**src/design/rbst_pkg.sv**
```systemverilog
// Shared constants, types and helpers of the rigid body sleep tracker.
package rbst_pkg;

  localparam int unsigned TIME_BITS     = 18;
  localparam int unsigned VEL_BITS      = 16;
  localparam int unsigned STEP_BITS     = 16;
  localparam int unsigned WAKE_BITS     = 15;
  localparam int unsigned CMD_BITS      = 2;
  localparam int unsigned BLEND_BITS    = 16;
  localparam int unsigned BLEND_FRAC    = 15;
  localparam int unsigned CFG_IDX_BITS  = 3;
  localparam int unsigned CFG_DATA_BITS = (TIME_BITS > WAKE_BITS) ? TIME_BITS : WAKE_BITS;
  localparam int unsigned MUL_BITS      = (VEL_BITS > WAKE_BITS) ? VEL_BITS : WAKE_BITS;
  localparam int unsigned PROD_BITS     = 2 * MUL_BITS;
  localparam int unsigned SUM_BITS      = PROD_BITS + 2;
  localparam int unsigned SUMT_BITS     = ((TIME_BITS > STEP_BITS) ? TIME_BITS : STEP_BITS) + 1;
  localparam int unsigned LANES         = 3;
  localparam int unsigned DIV_CNT_BITS  = $clog2(BLEND_FRAC);
  localparam int unsigned QDEPTH        = 2;
  localparam int unsigned QPTR_BITS     = $clog2(QDEPTH);
  localparam int unsigned QCNT_BITS     = $clog2(QDEPTH + 1);

  localparam logic [BLEND_BITS-1:0] BLEND_ONE = {1'b1, {BLEND_FRAC{1'b0}}};

  localparam longint unsigned TIME_MAX   = (64'd1 << TIME_BITS) - 64'd1;
  localparam longint unsigned DEACT_RAW  = 64'd102400;
  localparam logic [TIME_BITS-1:0] DEACT_TIME =
    TIME_BITS'((DEACT_RAW > TIME_MAX) ? TIME_MAX : DEACT_RAW);

  localparam logic                   SLEEP_EN_RST    = 1'b1;
  localparam logic [WAKE_BITS-1:0]   WAKE_SPEED_RST  = WAKE_BITS'(256);
  localparam logic [TIME_BITS-1:0]   BLEND_START_RST = TIME_BITS'(1024);
  localparam logic [TIME_BITS-1:0]   SLEEP_END_RST   = TIME_BITS'(2048);

  typedef enum logic [CMD_BITS-1:0] {
    CMD_TICK       = 2'd0,
    CMD_ACTIVATE   = 2'd1,
    CMD_DEACTIVATE = 2'd2
  } cmd_e;

  typedef enum logic [CFG_IDX_BITS-1:0] {
    CFG_SLEEP_ENABLE = 3'd0,
    CFG_LINEAR_WAKE  = 3'd1,
    CFG_ANGULAR_WAKE = 3'd2,
    CFG_BLEND_START  = 3'd3,
    CFG_SLEEP_END    = 3'd4
  } cfg_idx_e;

  typedef enum logic [1:0] {
    FR_IDLE,
    FR_MUL,
    FR_SUM,
    FR_PUSH
  } fr_state_e;

  typedef enum logic [1:0] {
    BK_IDLE,
    BK_BLEND,
    BK_DIV,
    BK_OUT
  } bk_state_e;

  typedef struct packed {
    logic                 sleep_enable;
    logic [WAKE_BITS-1:0] linear_wake_speed;
    logic [WAKE_BITS-1:0] angular_wake_speed;
    logic [TIME_BITS-1:0] blend_start_time;
    logic [TIME_BITS-1:0] sleep_end_time;
  } cfg_t;

  typedef struct packed {
    logic [CMD_BITS-1:0]  cmd;
    logic [STEP_BITS-1:0] step_time;
    logic                 energy;
  } qent_t;

  typedef struct packed {
    logic full;
    logic empty;
  } q_stat_t;

  function automatic logic [VEL_BITS-1:0] vel_mag(input logic signed [VEL_BITS-1:0] v);
    logic [VEL_BITS-1:0] u;
    u = v;
    return v[VEL_BITS-1] ? (~u + VEL_BITS'(1)) : u;
  endfunction

endpackage

```
**src/design/rbst_if.sv**
```systemverilog
// Request, response and configuration channel interfaces of the sleep tracker.
interface rbst_req_if import rbst_pkg::*; ();
  logic                       valid;
  logic                       ready;
  logic [CMD_BITS-1:0]        cmd;
  logic [STEP_BITS-1:0]       step_time;
  logic signed [VEL_BITS-1:0] lin_vel_x;
  logic signed [VEL_BITS-1:0] lin_vel_y;
  logic signed [VEL_BITS-1:0] lin_vel_z;
  logic signed [VEL_BITS-1:0] ang_vel_x;
  logic signed [VEL_BITS-1:0] ang_vel_y;
  logic signed [VEL_BITS-1:0] ang_vel_z;

  modport source (output valid, cmd, step_time, lin_vel_x, lin_vel_y, lin_vel_z,
                  ang_vel_x, ang_vel_y, ang_vel_z, input ready);
  modport sink (input valid, cmd, step_time, lin_vel_x, lin_vel_y, lin_vel_z,
                ang_vel_x, ang_vel_y, ang_vel_z, output ready);
endinterface

interface rbst_rsp_if import rbst_pkg::*; ();
  logic                  valid;
  logic                  ready;
  logic                  is_active;
  logic [BLEND_BITS-1:0] blend;
  logic [TIME_BITS-1:0]  idle_time;

  modport source (output valid, is_active, blend, idle_time, input ready);
  modport sink (input valid, is_active, blend, idle_time, output ready);
endinterface

interface rbst_cfg_if import rbst_pkg::*; ();
  logic                     valid;
  logic                     ready;
  logic [CFG_IDX_BITS-1:0]  index;
  logic [CFG_DATA_BITS-1:0] data;

  modport source (output valid, index, data, input ready);
  modport sink (input valid, index, data, output ready);
endinterface

```
**src/design/rbst_front.sv**
```systemverilog
// Front end: accepts requests, squares velocities and classifies the motion.
module rbst_front import rbst_pkg::*; (
  input  logic          clk_i,
  input  logic          rst_ni,
  input  cfg_t          cfg_i,
  rbst_req_if.sink      req_i,
  input  q_stat_t       q_stat_i,
  output logic          push_o,
  output qent_t         ent_o
);

  localparam logic [1:0] THR_STEP = 2'(LANES);

  fr_state_e state_q, state_d;

  logic [1:0]                 cnt_q;
  logic [CMD_BITS-1:0]        cmd_q;
  logic [STEP_BITS-1:0]       step_q;
  logic signed [VEL_BITS-1:0] lin_q [LANES];
  logic signed [VEL_BITS-1:0] ang_q [LANES];
  logic [MUL_BITS-1:0]        lin_op [LANES+1];
  logic [MUL_BITS-1:0]        ang_op [LANES+1];
  logic [PROD_BITS-1:0]       lin_prod_q, ang_prod_q;
  logic [PROD_BITS-1:0]       lin_thr_q, ang_thr_q;
  logic [SUM_BITS-1:0]        lin_sum_q, ang_sum_q;
  logic                       prod_vld_q;
  logic [1:0]                 prod_idx_q;
  logic                       accept;

  always_comb begin
    for (int i = 0; i < LANES; i++) begin
      lin_op[i] = MUL_BITS'(vel_mag(lin_q[i]));
      ang_op[i] = MUL_BITS'(vel_mag(ang_q[i]));
    end
    lin_op[LANES] = MUL_BITS'(cfg_i.linear_wake_speed);
    ang_op[LANES] = MUL_BITS'(cfg_i.angular_wake_speed);
  end

  assign accept = req_i.valid && req_i.ready;

  always_comb begin
    state_d = state_q;
    case (state_q)
      FR_IDLE: if (req_i.valid) state_d = FR_MUL;
      FR_MUL:  if (cnt_q == THR_STEP) state_d = FR_SUM;
      FR_SUM:  state_d = FR_PUSH;
      FR_PUSH: if (!q_stat_i.full) state_d = FR_IDLE;
      default: state_d = FR_IDLE;
    endcase
  end

  always_comb begin
    req_i.ready     = (state_q == FR_IDLE);
    push_o          = (state_q == FR_PUSH) && !q_stat_i.full;
    ent_o.cmd       = cmd_q;
    ent_o.step_time = step_q;
    ent_o.energy    = (lin_sum_q > SUM_BITS'(lin_thr_q)) ||
                      (ang_sum_q > SUM_BITS'(ang_thr_q));
  end

  always_ff @(posedge clk_i or negedge rst_ni) begin
    if (!rst_ni) begin
      state_q    <= FR_IDLE;
      prod_vld_q <= 1'b0;
    end else begin
      state_q    <= state_d;
      prod_vld_q <= (state_q == FR_MUL);
    end
  end

  always_ff @(posedge clk_i) begin
    if (accept) begin
      cmd_q     <= req_i.cmd;
      step_q    <= req_i.step_time;
      lin_q[0]  <= req_i.lin_vel_x;
      lin_q[1]  <= req_i.lin_vel_y;
      lin_q[2]  <= req_i.lin_vel_z;
      ang_q[0]  <= req_i.ang_vel_x;
      ang_q[1]  <= req_i.ang_vel_y;
      ang_q[2]  <= req_i.ang_vel_z;
      cnt_q     <= '0;
      lin_sum_q <= '0;
      ang_sum_q <= '0;
    end else begin
      if (state_q == FR_MUL) begin
        lin_prod_q <= PROD_BITS'(lin_op[cnt_q]) * PROD_BITS'(lin_op[cnt_q]);
        ang_prod_q <= PROD_BITS'(ang_op[cnt_q]) * PROD_BITS'(ang_op[cnt_q]);
        prod_idx_q <= cnt_q;
        cnt_q      <= cnt_q + 2'd1;
      end
      if (prod_vld_q) begin
        if (prod_idx_q == THR_STEP) begin
          lin_thr_q <= lin_prod_q;
          ang_thr_q <= ang_prod_q;
        end else begin
          lin_sum_q <= lin_sum_q + SUM_BITS'(lin_prod_q);
          ang_sum_q <= ang_sum_q + SUM_BITS'(ang_prod_q);
        end
      end
    end
  end

endmodule

```
**src/design/rbst_queue.sv**
```systemverilog
// Two-entry queue between the front and back ends.
module rbst_queue import rbst_pkg::*; (
  input  logic    clk_i,
  input  logic    rst_ni,
  input  logic    push_i,
  input  qent_t   ent_i,
  input  logic    pop_i,
  output qent_t   ent_o,
  output q_stat_t stat_o
);

  qent_t                mem_q [QDEPTH];
  logic [QPTR_BITS-1:0] wr_q, rd_q;
  logic [QCNT_BITS-1:0] cnt_q;

  assign ent_o        = mem_q[rd_q];
  assign stat_o.full  = (cnt_q == QCNT_BITS'(QDEPTH));
  assign stat_o.empty = (cnt_q == '0);

  always_ff @(posedge clk_i or negedge rst_ni) begin
    if (!rst_ni) begin
      wr_q  <= '0;
      rd_q  <= '0;
      cnt_q <= '0;
    end else begin
      if (push_i) wr_q <= wr_q + QPTR_BITS'(1);
      if (pop_i) rd_q <= rd_q + QPTR_BITS'(1);
      if (push_i && !pop_i) begin
        cnt_q <= cnt_q + QCNT_BITS'(1);
      end else if (pop_i && !push_i) begin
        cnt_q <= cnt_q - QCNT_BITS'(1);
      end
    end
  end

  always_ff @(posedge clk_i) begin
    if (push_i) mem_q[wr_q] <= ent_i;
  end

endmodule

```
**src/design/rbst_back.sv**
```systemverilog
// Back end: updates the inactive time, divides out the blend and holds the response.
module rbst_back import rbst_pkg::*; (
  input  logic      clk_i,
  input  logic      rst_ni,
  input  cfg_t      cfg_i,
  input  qent_t     ent_i,
  input  q_stat_t   q_stat_i,
  output logic      pop_o,
  rbst_rsp_if.source rsp_o
);

  localparam logic [DIV_CNT_BITS-1:0] DIV_LAST = DIV_CNT_BITS'(BLEND_FRAC - 1);

  bk_state_e state_q, state_d;

  logic [TIME_BITS-1:0]    time_q, time_d;
  logic                    active_q, active_d;
  logic [TIME_BITS-1:0]    rem_q, den_q;
  logic [BLEND_FRAC-1:0]   quo_q;
  logic [DIV_CNT_BITS-1:0] cnt_q;
  logic [BLEND_BITS-1:0]   blend_q;
  logic                    use_div_q;
  logic                    out_vld_q;
  logic                    out_act_q;
  logic [BLEND_BITS-1:0]   out_blend_q;
  logic [TIME_BITS-1:0]    out_time_q;

  logic [SUMT_BITS-1:0]    time_w, step_w, end_w, sum_w;
  logic [TIME_BITS:0]      rem2;
  logic                    in_ramp, out_free, load;

  // time recurrence
  always_comb begin
    time_w   = SUMT_BITS'(time_q);
    step_w   = SUMT_BITS'(ent_i.step_time);
    end_w    = SUMT_BITS'(cfg_i.sleep_end_time);
    sum_w    = time_w + step_w;
    time_d   = time_q;
    active_d = active_q;
    case (ent_i.cmd)
      CMD_TICK: begin
        if (!cfg_i.sleep_enable) begin
          time_d   = '0;
          active_d = 1'b1;
        end else begin
          if (ent_i.energy) begin
            time_d = (time_w > step_w) ? TIME_BITS'(time_w - step_w) : '0;
          end else begin
            time_d = (sum_w > end_w) ? cfg_i.sleep_end_time : TIME_BITS'(sum_w);
          end
          active_d = (time_d < cfg_i.sleep_end_time);
        end
      end
      CMD_ACTIVATE: begin
        time_d   = '0;
        active_d = 1'b1;
      end
      CMD_DEACTIVATE: begin
        time_d   = DEACT_TIME;
        active_d = 1'b0;
      end
      default: ;
    endcase
  end

  assign in_ramp  = (time_q > cfg_i.blend_start_time) && (time_q < cfg_i.sleep_end_time);
  assign rem2     = {rem_q, 1'b0};
  assign out_free = !out_vld_q || rsp_o.ready;

  always_comb begin
    state_d = state_q;
    case (state_q)
      BK_IDLE:  if (!q_stat_i.empty) state_d = BK_BLEND;
      BK_BLEND: state_d = in_ramp ? BK_DIV : BK_OUT;
      BK_DIV:   if (cnt_q == DIV_LAST) state_d = BK_OUT;
      BK_OUT:   if (out_free) state_d = BK_IDLE;
      default:  state_d = BK_IDLE;
    endcase
  end

  always_comb begin
    pop_o           = (state_q == BK_IDLE) && !q_stat_i.empty;
    load            = (state_q == BK_OUT) && out_free;
    rsp_o.valid     = out_vld_q;
    rsp_o.is_active = out_act_q;
    rsp_o.blend     = out_blend_q;
    rsp_o.idle_time = out_time_q;
  end

  always_ff @(posedge clk_i or negedge rst_ni) begin
    if (!rst_ni) begin
      state_q   <= BK_IDLE;
      time_q    <= '0;
      active_q  <= 1'b1;
      out_vld_q <= 1'b0;
    end else begin
      state_q <= state_d;
      if (pop_o) begin
        time_q   <= time_d;
        active_q <= active_d;
      end
      if (load) begin
        out_vld_q <= 1'b1;
      end else if (rsp_o.ready) begin
        out_vld_q <= 1'b0;
      end
    end
  end

  always_ff @(posedge clk_i) begin
    case (state_q)
      BK_BLEND: begin
        use_div_q <= in_ramp;
        blend_q   <= (time_q <= cfg_i.blend_start_time) ? BLEND_ONE : '0;
        rem_q     <= time_q - cfg_i.blend_start_time;
        den_q     <= cfg_i.sleep_end_time - cfg_i.blend_start_time;
        quo_q     <= '0;
        cnt_q     <= '0;
      end
      BK_DIV: begin
        if (rem2 >= {1'b0, den_q}) begin
          rem_q <= TIME_BITS'(rem2 - {1'b0, den_q});
          quo_q <= {quo_q[BLEND_FRAC-2:0], 1'b1};
        end else begin
          rem_q <= TIME_BITS'(rem2);
          quo_q <= {quo_q[BLEND_FRAC-2:0], 1'b0};
        end
        cnt_q <= cnt_q + DIV_CNT_BITS'(1);
      end
      default: ;
    endcase
    if (load) begin
      out_act_q   <= active_q;
      out_blend_q <= use_div_q ? (BLEND_ONE - BLEND_BITS'(quo_q)) : blend_q;
      out_time_q  <= time_q;
    end
  end

endmodule

```
**src/design/rigid_body_sleep_tracker_unit.sv**
```systemverilog
// Top level of the rigid body sleep tracker: configuration registers and the front/back pipeline.
//
// Usage: each request on req_i carries a command (tick, activate, deactivate),
// a time step and the linear and angular velocity vectors of one body. Every
// request yields exactly one response on rsp_o with the active flag, the
// activity blend (Q1.15) and the inactive time after that request.
// Registers are written over cfg_i (index and data); cfg_i is always ready.
// It must be written only while no request is outstanding; the unit does not enforce this.
// Per request the front end runs four multiply steps on a pair of 16x16
// multipliers, then accumulates and pushes into the queue. The back end runs
// the 15-step restoring divider only when the inactive time sits between the
// blend start and end times. The front end takes a new request only after it
// has pushed the last one into the queue.
// A two-entry queue separates the front end from the back end, and the
// response register lets the next request proceed while a response waits.
// If the receiver stalls, the response holds and the queue fills, then
// req_i.ready drops. Reset clears all control state, makes the body active
// with zero inactive time, and loads the register defaults.
module rigid_body_sleep_tracker_unit import rbst_pkg::*; (
  input  logic        clk_i,
  input  logic        rst_ni,
  rbst_req_if.sink    req_i,
  rbst_rsp_if.source  rsp_o,
  rbst_cfg_if.sink    cfg_i
);

  cfg_t    cfg_q;
  qent_t   push_ent, pop_ent;
  q_stat_t q_stat;
  logic    push, pop;

  assign cfg_i.ready = 1'b1;

  always_ff @(posedge clk_i or negedge rst_ni) begin
    if (!rst_ni) begin
      cfg_q.sleep_enable       <= SLEEP_EN_RST;
      cfg_q.linear_wake_speed  <= WAKE_SPEED_RST;
      cfg_q.angular_wake_speed <= WAKE_SPEED_RST;
      cfg_q.blend_start_time   <= BLEND_START_RST;
      cfg_q.sleep_end_time     <= SLEEP_END_RST;
    end else if (cfg_i.valid) begin
      case (cfg_i.index)
        CFG_SLEEP_ENABLE: cfg_q.sleep_enable       <= cfg_i.data[0];
        CFG_LINEAR_WAKE:  cfg_q.linear_wake_speed  <= cfg_i.data[WAKE_BITS-1:0];
        CFG_ANGULAR_WAKE: cfg_q.angular_wake_speed <= cfg_i.data[WAKE_BITS-1:0];
        CFG_BLEND_START:  cfg_q.blend_start_time   <= cfg_i.data[TIME_BITS-1:0];
        CFG_SLEEP_END:    cfg_q.sleep_end_time     <= cfg_i.data[TIME_BITS-1:0];
        default: ;
      endcase
    end
  end

  rbst_front u_front (
    .clk_i    (clk_i),
    .rst_ni   (rst_ni),
    .cfg_i    (cfg_q),
    .req_i    (req_i),
    .q_stat_i (q_stat),
    .push_o   (push),
    .ent_o    (push_ent)
  );

  rbst_queue u_queue (
    .clk_i  (clk_i),
    .rst_ni (rst_ni),
    .push_i (push),
    .ent_i  (push_ent),
    .pop_i  (pop),
    .ent_o  (pop_ent),
    .stat_o (q_stat)
  );

  rbst_back u_back (
    .clk_i    (clk_i),
    .rst_ni   (rst_ni),
    .cfg_i    (cfg_q),
    .ent_i    (pop_ent),
    .q_stat_i (q_stat),
    .pop_o    (pop),
    .rsp_o    (rsp_o)
  );

endmodule

```
**src/flat_wrapper.sv**
```systemverilog
// flat-port wrapper written by rule: the top's interface ports become plain ports
module rigid_body_sleep_tracker_unit_flat import rbst_pkg::*;
  (clk_i, rst_ni, req_i_valid, req_i_cmd, req_i_step_time, req_i_lin_vel_x, req_i_lin_vel_y, req_i_lin_vel_z, req_i_ang_vel_x, req_i_ang_vel_y, req_i_ang_vel_z, req_i_ready, rsp_o_valid, rsp_o_is_active, rsp_o_blend, rsp_o_idle_time, rsp_o_ready, cfg_i_valid, cfg_i_index, cfg_i_data, cfg_i_ready);
  rbst_req_if req_i_i ();
  rbst_rsp_if rsp_o_i ();
  rbst_cfg_if cfg_i_i ();
  input  logic clk_i;
  input  logic rst_ni;
  input wire logic [$bits(req_i_i.valid)-1:0] req_i_valid;
  input wire logic [$bits(req_i_i.cmd)-1:0] req_i_cmd;
  input wire logic [$bits(req_i_i.step_time)-1:0] req_i_step_time;
  input wire logic [$bits(req_i_i.lin_vel_x)-1:0] req_i_lin_vel_x;
  input wire logic [$bits(req_i_i.lin_vel_y)-1:0] req_i_lin_vel_y;
  input wire logic [$bits(req_i_i.lin_vel_z)-1:0] req_i_lin_vel_z;
  input wire logic [$bits(req_i_i.ang_vel_x)-1:0] req_i_ang_vel_x;
  input wire logic [$bits(req_i_i.ang_vel_y)-1:0] req_i_ang_vel_y;
  input wire logic [$bits(req_i_i.ang_vel_z)-1:0] req_i_ang_vel_z;
  output wire logic [$bits(req_i_i.ready)-1:0] req_i_ready;
  output wire logic [$bits(rsp_o_i.valid)-1:0] rsp_o_valid;
  output wire logic [$bits(rsp_o_i.is_active)-1:0] rsp_o_is_active;
  output wire logic [$bits(rsp_o_i.blend)-1:0] rsp_o_blend;
  output wire logic [$bits(rsp_o_i.idle_time)-1:0] rsp_o_idle_time;
  input wire logic [$bits(rsp_o_i.ready)-1:0] rsp_o_ready;
  input wire logic [$bits(cfg_i_i.valid)-1:0] cfg_i_valid;
  input wire logic [$bits(cfg_i_i.index)-1:0] cfg_i_index;
  input wire logic [$bits(cfg_i_i.data)-1:0] cfg_i_data;
  output wire logic [$bits(cfg_i_i.ready)-1:0] cfg_i_ready;
  assign req_i_i.valid = req_i_valid;
  assign req_i_i.cmd = req_i_cmd;
  assign req_i_i.step_time = req_i_step_time;
  assign req_i_i.lin_vel_x = req_i_lin_vel_x;
  assign req_i_i.lin_vel_y = req_i_lin_vel_y;
  assign req_i_i.lin_vel_z = req_i_lin_vel_z;
  assign req_i_i.ang_vel_x = req_i_ang_vel_x;
  assign req_i_i.ang_vel_y = req_i_ang_vel_y;
  assign req_i_i.ang_vel_z = req_i_ang_vel_z;
  assign req_i_ready = req_i_i.ready;
  assign rsp_o_valid = rsp_o_i.valid;
  assign rsp_o_is_active = rsp_o_i.is_active;
  assign rsp_o_blend = rsp_o_i.blend;
  assign rsp_o_idle_time = rsp_o_i.idle_time;
  assign rsp_o_i.ready = rsp_o_ready;
  assign cfg_i_i.valid = cfg_i_valid;
  assign cfg_i_i.index = cfg_i_index;
  assign cfg_i_i.data = cfg_i_data;
  assign cfg_i_ready = cfg_i_i.ready;
  rigid_body_sleep_tracker_unit u_core (.clk_i(clk_i), .rst_ni(rst_ni), .req_i(req_i_i), .rsp_o(rsp_o_i), .cfg_i(cfg_i_i));
endmodule
```
**config.mk**
```make
export PLATFORM = sky130hd
export DESIGN_NAME = rigid_body_sleep_tracker_unit_flat
export DESIGN_NICKNAME = d
export VERILOG_FILES = /design/src/design/rbst_pkg.sv /design/src/design/rbst_if.sv /design/src/design/rbst_front.sv /design/src/design/rbst_queue.sv /design/src/design/rbst_back.sv /design/src/design/rigid_body_sleep_tracker_unit.sv /design/src/flat_wrapper.sv
export SDC_FILE = /design/constraint.sdc
export NUM_CORES = 2
export LEC_CHECK = 0
export CELL_PAD_IN_SITES_DETAIL_PLACEMENT = 2
export CELL_PAD_IN_SITES_GLOBAL_PLACEMENT = 2
export CORE_MARGIN = 8
export CORE_UTILIZATION = 30
export CTS_BUF_LIST = sky130_fd_sc_hd__clkbuf_8
export CTS_CLUSTER_DIAMETER = 60
export DETAILED_ROUTE_END_ITERATION = 6
export DONT_BUFFER_PORTS = 1
export GPL_TIMING_DRIVEN = 0
export PLACE_DENSITY = 0.71
export SYNTH_ARGS = -nofsm -noshare
export SYNTH_HDL_FRONTEND = slang
export SYNTH_HIERARCHICAL = 1
export SYNTH_SLANG_ARGS = --single-unit
```
**constraint.sdc**
```tcl
create_clock -name clk_i -period 20.6 [get_ports clk_i]
set_input_delay 2.06 -clock clk_i [delete_from_list [all_inputs] [get_ports clk_i]]
set_output_delay 2.06 -clock clk_i [all_outputs]
set_load 0.03 [all_outputs]
```
==> results.yml <==
timing:
  rsz0062_at_grt: "no"
  period_share: 0.488
  final-hold-violation-count: 0
  setup_viol_count_final: 0
  slew_headroom: 0.233
  worst_pin_slew_ps: 1140
  worst_clock_skew_ps: 94.1
  final.setup.tns_ps: 0
  fin_ws_ps: 10540
  fmax_ghz: 0.0994
  period_minus_slack_ps: 10060
  slew_viol_final: 0
finish:
  fillers: 16700
  fin_cells: 6809
  nets: 5629
  postLayoutCoreUtil: 0.336
  seqCellArea_mm2: 0.0149
  multi_input_area_mm2: 0.0279
  drive_gt1_frac: 0.0816
  area_growth_pct: 11.3
global_route:
  antenna_found_initial: 20
  grtUsageTotal: 0.180
  grt_max_degree: 97
  grt_pass1_vias: 38600
  grt_overflow: 0
  grt_pass1_wl_um: 235000
place:
  gp_congestion: 0.899
  dp_hpwl_um: 124000
  io_buffers: 0
  pre_cts_slack_ps: 10630
  dp_cells: 6598
cts:
  clock_latency_ps: 890
  cts_root_buf: "clkbuf_8"
  holdBufCountCts: 0
  clkTransAtPathRegs_ps: 70
  clock_path_buffers: 3
  numCtsBuffers: 105
  cts_tree: "yes"
  cts.sinks: 536
  cts_resized: 0
  cts_setup_buffers: 0
  cts_max_level: 3
logic_synthesis:
  synth_edf_count: 370
  syn-mean-instance-area_um2: 10.1
  netlist_instances: 4538
  async_flop_share: 0.179
  ys_ff_latch: 536
  synth_cell_type_count: 103
  ys_seq_area_frac: 0.325
  synth.cell_area_mm2: 0.0460
  ys_warn_count: 6
  synth_flop_cell: "edfxtp_1"
routing:
  drtIter0Drc: 1600
  wl_met2_um: 71500
  vias: 34300
  wl_met1_um: 68700
  firstDrtPassIters: 5
  routed_wl_um: 152000
  top_layer_used: "met5"
  viasPerCell: 5.04
  wl_met3_um: 7200
  drt-wirelength-per-cell_um: 22.3
  drc: 0
  ant_nets: 0
floorplanning:
  die_w_um: 407
  die_area_mm2: 0.166
  die_y_um: 407
  rows: 143
  coreArea_mm2: 0.152
  io_pins: 178
  start_util: 0.302
critical_path:
  cp.required_ps: 21200
  crit_slowest_cell: "edfxtp_1"
  reg2reg_depth: 30
  cp_max_fo: 10
  endpoint_kind: "flop"
  slowest_delay_ps: 550
  crit_type: "flop to flop"
  crit_arrival_ps: 10660
  crit_path_start_kind: "flop"
  crit_path_frequent_cell: "fa_1"
job:
  cap_violations: 0
run_status:
  status: "complete, no violations"
min_path:
  hp-class: "flop to flop"
  holdPathStages: 0
worst max-delay path, delay by kind of cell, from the launching register on:
kind,cells,cell delay (ps)
adder cells (fa/ha/maj),7,3420
multiplexers,1,300
XOR/XNOR,2,330
AND/OR/NAND/NOR,8,2260
buffers and inverters,6,1340
AO/OA/AOI/OAI,6,1610
flip-flops,1,550
cell usage in the layout (no fill, tap or decap), types with 70 or more instances in the layout:
cell type,count
ha_1,480
clkbuf_1,91
nand2_1,372
inv_1,724
nor2_1,265
xnor2_1,212
fa_1,332
edfxtp_1,370
a21oi_1,264
o21ai_0,157
xor2_1,71
dfxtp_1,70
a21o_1,93
clkbuf_8,117
dfrtp_1,90
stage by stage:
stage | hold WS [ps] | area (µm²)
2_1_floorplan | 421 | 46000
3_3_place_gp | 423 | 48600
3_5_place_dp | 432 | 48800
4_1_cts | 444 | 51100
5_1_grt | 446 | 51100
6_report | 426 | 51100
flip-flops by register name, summed over array words and instances (netlist names), 16 cells and up:
register,flops
u_core/u_front/ang_sum_q,34
u_core/u_front/lin_prod_q,31
u_core/u_front/lin_sum_q,34
u_core/u_front/lin_thr_q,31
u_core/u_front/ang_q,48
u_core/u_queue/mem_q,38
u_core/u_back/den_q,18
u_core/u_back/rem_q,18
u_core/u_front/ang_thr_q,31
u_core/cfg_q,67
u_core/u_front/ang_prod_q,31
u_core/u_back/time_q,18
u_core/u_front/lin_q,48
u_core/u_back/rsp_o.blend,16
u_core/u_back/rsp_o.idle_time,18
u_core/u_front/step_q,16
worst paths after layout:
check,slack (ps),endpoint,from
max,10540,u_core/u_front/ang_prod_q[30],u_core/u_front/ang_q[0][19]
min,430,u_core/u_front/lin_thr_q[26],u_core/u_front/lin_prod_q[26]
max reg2reg,10540,u_core/u_front/ang_prod_q[30],u_core/u_front/ang_q[0][19]
min reg2reg,430,u_core/u_front/lin_thr_q[26],u_core/u_front/lin_prod_q[26]
max in group asynchronous,19450,u_core/cfg_q[59],rst_ni
min in group asynchronous,870,u_core/u_back/time_q[17],rst_ni
logic make-up after synthesis:
family / synth area share
AND/OR/NAND/NOR: 0.115
AO/OA/AOI/OAI: 0.119
buffers and inverters: 0.0703
adder cells (fa/ha/maj): 0.276
flip-flops: 0.325
XOR/XNOR: 0.0539
multiplexers: 0.0410
other: 0.000245
final cells by class:
| cell class | count | area share |
|---|---|---|
| inverters | 698 | 0.0513 |
| plain buffers | 129 | 0.0120 |
| repair buffers | 10 | 0.00308 |
| well taps | 2030 | 0.0497 |
| diodes | 11 | 0.000538 |
| clock inverters | 83 | 0.0144 |
| clock buffers | 117 | 0.0315 |
| flip-flops and latches | 536 | 0.292 |
| multi-input cells | 3195 | 0.546 |
metal layers:
| metal | vias to the layer above | track usage |
|---|---|---|
| li1 | 15800 | - |
| met1 | 17700 | 0.234 |
| met2 | 600 | 0.302 |
| met3 | 224 | 0.0361 |
| met4 | 8 | 0.0553 |
| met5 | - | 0 |
cells in the mapped netlist (12+ instances only):
| library cell | number | share of area |
|---|---|---|
| inv_1 | 695 | 0.057 |
| ha_1 | 482 | 0.13 |
| nand2_1 | 372 | 0.030 |
| edfxtp_1 | 370 | 0.24 |
| fa_1 | 332 | 0.14 |
| nor2_1 | 265 | 0.022 |
| a21oi_1 | 264 | 0.029 |
| xnor2_1 | 212 | 0.040 |
| o21ai_0 | 157 | 0.017 |
| a21o_1 | 93 | 0.015 |
| clkbuf_1 | 92 | 0.0075 |
| dfrtp_1 | 90 | 0.049 |
| xor2_1 | 71 | 0.014 |
| dfxtp_1 | 70 | 0.030 |
| and2_1 | 62 | 0.0084 |
| nand3_1 | 60 | 0.0065 |
| nand2b_1 | 54 | 0.0073 |
| nor3_1 | 52 | 0.0057 |
| mux2_4 | 49 | 0.016 |
| mux2_2 | 42 | 0.010 |
| a211oi_1 | 41 | 0.0067 |
| nand4_1 | 39 | 0.0053 |
| o31ai_1 | 36 | 0.0059 |
| nor2b_1 | 34 | 0.0046 |
| o21a_1 | 32 | 0.0052 |
| or3_1 | 32 | 0.0044 |
| a31oi_1 | 25 | 0.0034 |
| nor4_1 | 23 | 0.0031 |
| mux4_2 | 22 | 0.011 |
| buf_2 | 18 | 0.0020 |
| mux2i_1 | 18 | 0.0039 |
| or2_2 | 18 | 0.0024 |
| a211o_1 | 17 | 0.0032 |
| o211ai_1 | 17 | 0.0028 |
| and3_1 | 16 | 0.0022 |
| o21bai_1 | 16 | 0.0026 |
| a311oi_1 | 13 | 0.0025 |
| o22ai_1 | 13 | 0.0018 |
| o221ai_1 | 12 | 0.0023 |
Power is left out: the tool's default activity adds up to more than one toggle a clock period on the data nets, which glitch-free logic cannot reach.
